File: src/sv/circular_list_engine_unit_assert.svh
// Assertion macros for the circular list engine.
// No dependencies.
`ifndef CIRCULAR_LIST_ENGINE_UNIT_ASSERT_SVH
`define CIRCULAR_LIST_ENGINE_UNIT_ASSERT_SVH
// implication checked every clock, off during reset
`define CLE_ASSERT_IMP(label, ante, cons, msg) \
    label: assert property (@(posedge clk) disable iff (!rst_n) (ante) |-> (cons)) \
        else $error(msg);
// next-cycle implication
`define CLE_ASSERT_NXT(label, ante, cons, msg) \
    label: assert property (@(posedge clk) disable iff (!rst_n) (ante) |=> (cons)) \
        else $error(msg);
`endif

File: src/sv/cle_pkg.sv
// Package for the circular list engine: sizes, codes, command/status types.
// No dependencies.
`default_nettype none
package cle_pkg;
    localparam int Capacity = 256;
    localparam int IdxW = $clog2(Capacity);
    localparam int CntW = $clog2(Capacity + 1);

    localparam logic [1:0] KIND_SEARCH = 2'd0;
    localparam logic [1:0] KIND_INSERT = 2'd1;
    localparam logic [1:0] KIND_DELETE = 2'd2;

    localparam logic [1:0] ST_OK    = 2'd0;
    localparam logic [1:0] ST_NONE  = 2'd1;
    localparam logic [1:0] ST_EMPTY = 2'd2;
    localparam logic [1:0] ST_FULL  = 2'd3;

    typedef enum logic [3:0] {
        S_INIT, S_IDLE, S_DISPATCH, S_WALK_RD, S_WALK_CHK,
        S_INS, S_DEL_RD, S_DEL_CHK, S_DEL_UNLINK, S_OUT_RD, S_OUT
    } state_t;

    // controller -> datapath
    typedef struct packed {
        logic       init_step;   // write free stack entry init_cnt
        logic       load_item;   // latch input item
        logic       walk_start;  // walk counter := 0, walk node := current
        logic       rd_cur;      // read data/link at walk node
        logic       walk_adv;    // walk node := link, counter++
        logic       set_cur;     // current := walk node
        logic       ins_empty;   // self-linked insert
        logic       ins_after;   // insert after walk node
        logic       del_only;    // delete only node
        logic       prev_start;  // prev := walk node, counter := 0
        logic       rd_prev;     // read link of prev, then data of successor
        logic       prev_adv;
        logic       unlink;
        logic       rd_out;      // read current node data
        logic       set_status;
        logic [1:0] status;
    } cmd_t;

    // datapath -> controller
    typedef struct packed {
        logic       init_done;
        logic [1:0] kind;
        logic       empty;
        logic       full;
        logic       one;
        logic       walk_hit;
        logic       walk_end;
        logic       prev_hit;
        logic       prev_end;
    } sts_t;
endpackage
`default_nettype wire

File: src/sv/cle_controller.sv
// Controller state machine of the circular list engine.
// Depends on cle_pkg and circular_list_engine_unit_assert.svh.
`default_nettype none
`include "circular_list_engine_unit_assert.svh"
module cle_controller (
    input  wire logic          clk,
    input  wire logic          rst_n,
    input  wire logic          in_valid,
    output logic               in_ready,
    output logic               out_valid,
    input  wire logic          out_ready,
    input  wire cle_pkg::sts_t sts,
    output cle_pkg::cmd_t      cmd
);
    import cle_pkg::*;

    state_t state_reg, state_next;

    always_ff @(posedge clk or negedge rst_n)
    begin
        if (!rst_n)
            state_reg <= S_INIT;
        else
            state_reg <= state_next;
    end

    always_comb
    begin
        state_next = state_reg;
        cmd        = '0;
        in_ready   = 1'b0;
        out_valid  = 1'b0;
        case (state_reg)
            S_INIT:
            begin
                if (sts.init_done)
                    state_next = S_IDLE;
                else
                    cmd.init_step = 1'b1;
            end
            S_IDLE:
            begin
                in_ready = 1'b1;
                if (in_valid)
                begin
                    cmd.load_item = 1'b1;
                    state_next    = S_DISPATCH;
                end
            end
            S_DISPATCH:
            begin
                cmd.walk_start = 1'b1;
                cmd.set_status = 1'b1;
                state_next     = S_OUT_RD;
                if (sts.kind == KIND_INSERT)
                begin
                    if (sts.full)
                        cmd.status = ST_FULL;
                    else if (sts.empty)
                    begin
                        cmd.status = ST_OK;
                        state_next = S_INS;
                    end
                    else
                        state_next = S_WALK_RD;
                end
                else if (sts.kind inside {KIND_SEARCH, KIND_DELETE})
                begin
                    if (sts.empty)
                        cmd.status = ST_EMPTY;
                    else
                        state_next = S_WALK_RD;
                end
                else
                    cmd.status = ST_NONE;
            end
            S_WALK_RD:
            begin
                if (sts.walk_end)
                begin
                    cmd.set_status = 1'b1;
                    cmd.status     = ST_NONE;
                    state_next     = S_OUT_RD;
                end
                else
                begin
                    cmd.rd_cur = 1'b1;
                    state_next = S_WALK_CHK;
                end
            end
            S_WALK_CHK:
            begin
                if (sts.walk_hit)
                begin
                    cmd.set_cur    = 1'b1;
                    cmd.set_status = 1'b1;
                    cmd.status     = ST_OK;
                    if (sts.kind == KIND_INSERT)
                        state_next = S_INS;
                    else if (sts.kind == KIND_DELETE)
                    begin
                        if (sts.one)
                        begin
                            cmd.del_only = 1'b1;
                            state_next   = S_OUT_RD;
                        end
                        else
                        begin
                            cmd.prev_start = 1'b1;
                            state_next     = S_DEL_RD;
                        end
                    end
                    else
                        state_next = S_OUT_RD;
                end
                else
                begin
                    cmd.walk_adv = 1'b1;
                    state_next   = S_WALK_RD;
                end
            end
            S_INS:
            begin
                if (sts.empty)
                    cmd.ins_empty = 1'b1;
                else
                    cmd.ins_after = 1'b1;
                state_next = S_OUT_RD;
            end
            S_DEL_RD:
            begin
                if (sts.prev_end)
                begin
                    cmd.set_status = 1'b1;
                    cmd.status     = ST_NONE;
                    state_next     = S_OUT_RD;
                end
                else
                begin
                    cmd.rd_prev = 1'b1;
                    state_next  = S_DEL_CHK;
                end
            end
            S_DEL_CHK:
            begin
                cmd.rd_prev = 1'b1;
                state_next  = S_DEL_UNLINK;
            end
            S_DEL_UNLINK:
            begin
                if (sts.prev_hit)
                begin
                    cmd.unlink = 1'b1;
                    state_next = S_OUT_RD;
                end
                else
                begin
                    cmd.prev_adv = 1'b1;
                    state_next   = S_DEL_RD;
                end
            end
            S_OUT_RD:
            begin
                cmd.rd_out = 1'b1;
                state_next = S_OUT;
            end
            S_OUT:
            begin
                out_valid = 1'b1;
                if (out_ready)
                    state_next = S_IDLE;
            end
            default:
                state_next = S_INIT;
        endcase
    end

    `CLE_ASSERT_IMP(a_no_overlap, in_ready, !out_valid, "accept while result pending")
    `CLE_ASSERT_NXT(a_accept_dispatch, in_valid && in_ready, state_reg == S_DISPATCH,
        "accepted item not dispatched")
    `CLE_ASSERT_IMP(a_one_write, cmd.ins_after, !cmd.unlink && !cmd.del_only,
        "two store writes in one cycle")
endmodule
`default_nettype wire

File: config.mk
export PLATFORM = sky130hd
export DESIGN_NAME = cle_controller
export DESIGN_NICKNAME = d
export VERILOG_FILES = /design/src/sv/cle_pkg.sv /design/src/sv/cle_controller.sv
export VERILOG_INCLUDE_DIRS = /design/src /design/src/sv
export SDC_FILE = /design/constraint.sdc
export NUM_CORES = 1
export LEC_CHECK = 0
export BUFFER_PORTS_ARGS = -buffer_cell sky130_fd_sc_hd__buf_2
export CAP_MARGIN = 20
export CORE_MARGIN = 3
export CORE_UTILIZATION = 47
export DETAILED_ROUTE_END_ITERATION = 7
export PLACE_DENSITY = 0.88
export RECOVER_POWER = 25
export SYNTH_ARGS = -nofsm -noshare
export SYNTH_HDL_FRONTEND = slang
export SYNTH_SLANG_ARGS = --single-unit
File: constraint.sdc
create_clock -name clk -period 4.65 [get_ports clk]
set_clock_uncertainty 0.2 [all_clocks]
set_input_delay 0.93 -clock clk [delete_from_list [all_inputs] [get_ports clk]]
set_output_delay 0.93 -clock clk [all_outputs]
set_load 0.03 [all_outputs]
==> flow_metrics.env <==
export IMPL_outcome="finished, final reports clean"
export IMPL_num_rows=12
export IMPL_tns_ns=0
export IMPL_cts_sinks=4
export IMPL_critPathRequiredTime_ns=3.52
export IMPL_cp_num_cells=3
export IMPL_ys_seq_area_frac=0.159
export IMPL_post_cts_setup_buffer_count=0
export IMPL_clockRootBuffer="clkbuf_4"
export IMPL_crit_path_start_kind="flip-flop"
export IMPL_ys_warnings_count=0
export IMPL_cts_reportedPaths_clkPinSlew_ns=0.04
export IMPL_max_slew_margin=0.643
export IMPL_r2r_cells=3
export IMPL_via_count=863
export IMPL_grt_start_max_net_pins=19
export IMPL_fmax_mhz=327
export IMPL_clk_path_buf_depth=2
export IMPL_synth_edf_count=0
export IMPL_slew_violations=0
export IMPL_ys_seq_elements=4
export IMPL_wl_per_cell_um=14.0
export IMPL_fp_coreArea_mm2=0.00117
export IMPL_largest_reg_flops=4
export IMPL_period_minus_slack_ns=3.06
export IMPL_hpwl_um=1420
export IMPL_setup_viol=0
export IMPL_path_buf_inv=1
export IMPL_final_cell_mix="buf_2, nor2_1, nand2_1"
export IMPL_firstDrtPassIters=4
export IMPL_area_delta_synth_final_pct=25.7
export IMPL_cts_made_buffers=3
export IMPL_worstMarginPinSlew_ns=0.535
export IMPL_mostFrequentLayoutCell="buf_2"
export IMPL_dieHeight_um=42.6
export IMPL_slowest_stage="dfrtp_1"
export IMPL_postPlaceCellArea_um2=769
export IMPL_synth_top_cell_area_share=0.159
export IMPL_hold_buffers=0
export IMPL_cts_resized=0
export IMPL_path_class="reg2out"
export IMPL_hold_viol=0
export IMPL_cp_top_family="flip-flops"
export IMPL_die_w_um=42.6
export IMPL_nets=139
export IMPL_syn_inst=94
export IMPL_cp_end_kind="output pin"
export IMPL_power_density_mw_per_mm2=598
export IMPL_vias_per_cell=6.30
export IMPL_peakVddDrop_mv=0.321
export IMPL_synth_area_um2=628
export IMPL_antenna_found_initial=0
export IMPL_synth_top_flop_cell="dfrtp_1"
export IMPL_maxCapViolCount=0
export IMPL_critPathArrivalTime_ns=1.93
export IMPL_gr_total_overflow=0
export IMPL_drtIter0Drc=34
export IMPL_hold_class="in2async"
export IMPL_p_leak_nw=0.420
export IMPL_synth_distinct_cells=35
export IMPL_place_congestion=0.866
export IMPL_htreeDepth=1
export IMPL_drive_gt1_frac=0.309
export IMPL_synth_top_area_cell="dfrtp_1"
export IMPL_stdcell_area_um2=790
export IMPL_ios=33
export IMPL_rsz0062_at_grt="no"
export IMPL_insertion_delay_ns=0.24
export IMPL_synth_nets=108
export IMPL_path_cells="or4b_4, o21ai_0, buf_2"
export IMPL_totalWireLength_um=1910
export IMPL_remaining_drc_errors=0
export IMPL_first_global_vias=729
export IMPL_synth_area_leaders="dfrtp_1, nor2_1, nor2b_1"
export IMPL_dieArea_mm2=0.00181
export IMPL_cts_tree="yes"
export IMPL_grt_pass1_wl_um=3020
export IMPL_max_stage_delay_ns=0.66
export IMPL_ant_nets=0
export IMPL_finalCritPeriodShare=0.658
export IMPL_synth_async_reset_ratio=1.00
export IMPL_syn_mean_instance_area_um2=6.68
export IMPL_antenna_cells=0
export IMPL_start_util=0.536
export IMPL_path_max_fanout=18
export IMPL_numPortBuffers=32
export IMPL_gr_usage_all_layers=0.213
metal layers:
metal	vias to the layer above	global-route usage	share of wire
li1	401	-	-
met1	391	0.269	0.41
met2	60	0.347	0.46
met3	11	0.0129	0.10
met4	0	0.137	0.026
met5	-	0	0
cells in the mapped netlist, types with 2 or more instances:
master	instances
o21ai_0	6
nand2_1	9
dfrtp_1	4
o32a_1	2
inv_1	6
nor2_1	12
a21oi_1	5
nand3_1	4
buf_2	5
nand2b_1	5
nor3_1	2
a31oi_1	3
and3_1	3
nor2b_1	7
power breakdown:
group	internal, mW	total (mW)	switching [mW]
combinational	0.121	0.311	0.190
sequential	0.0504	0.116	0.0658
clock	0.0290	0.0449	0.0159
total	0.200	0.472	0.272
path summary, 6_finish.rpt:
kind	start	to	slack [ns]
worst max-delay path	state_reg[1]$_DFFE_PN0P_	cmd[0]	1.59
worst min register to register	state_reg[1]$_DFFE_PN0P_	state_reg[2]$_DFFE_PN0P_	0.68
max in group asynchronous	rst_n	state_reg[0]$_DFFE_PN0P_	3.76
min in group clk	state_reg[1]$_DFFE_PN0P_	state_reg[2]$_DFFE_PN0P_	0.68
worst max register to register	state_reg[0]$_DFFE_PN0P_	state_reg[0]$_DFFE_PN0P_	2.80
worst min-delay path	rst_n	state_reg[2]$_DFFE_PN0P_	0.30
cell type report:
class	instances	area, um^2
timing repair buffer	32	158
clock buffer	3	22.5
tap	14	17.5
inverter	6	22.5
fill	114	382
sequential	4	100
multi-input combinational	78	469
logic make-up (layout without fill, tap and decap cells):
family | count (synthesis) | in the layout | synth area share
DFF | 4 | 4 | 0.159
buffers and inverters | 12 | 41 | 0.0936
AOI/OAI and AO/OA | 25 | 25 | 0.271
muxes | 2 | 2 | 0.0339
and+or+nand+nor | 51 | 51 | 0.442
stage by stage:
stage / utilization / setup WS, ns / power, mW / hold slack [ns] / instances
after detailed placement: 0.657 / 1.67 / 0.420 / 0.538 / 134
after CTS: 0.676 / 1.65 / 0.466 / 0.285 / 137
after global routing: 0.674 / 1.55 / 0.507 / 0.318 / 137
after floorplan: - / 1.57 / 0.358 / 0.426 / 94
final: 0.674 / 1.59 / 0.472 / 0.303 / 137
after global placement: 0.657 / 1.68 / 0.413 / 0.533 / 134
Note: power is estimated with default switching activity, not from simulation.
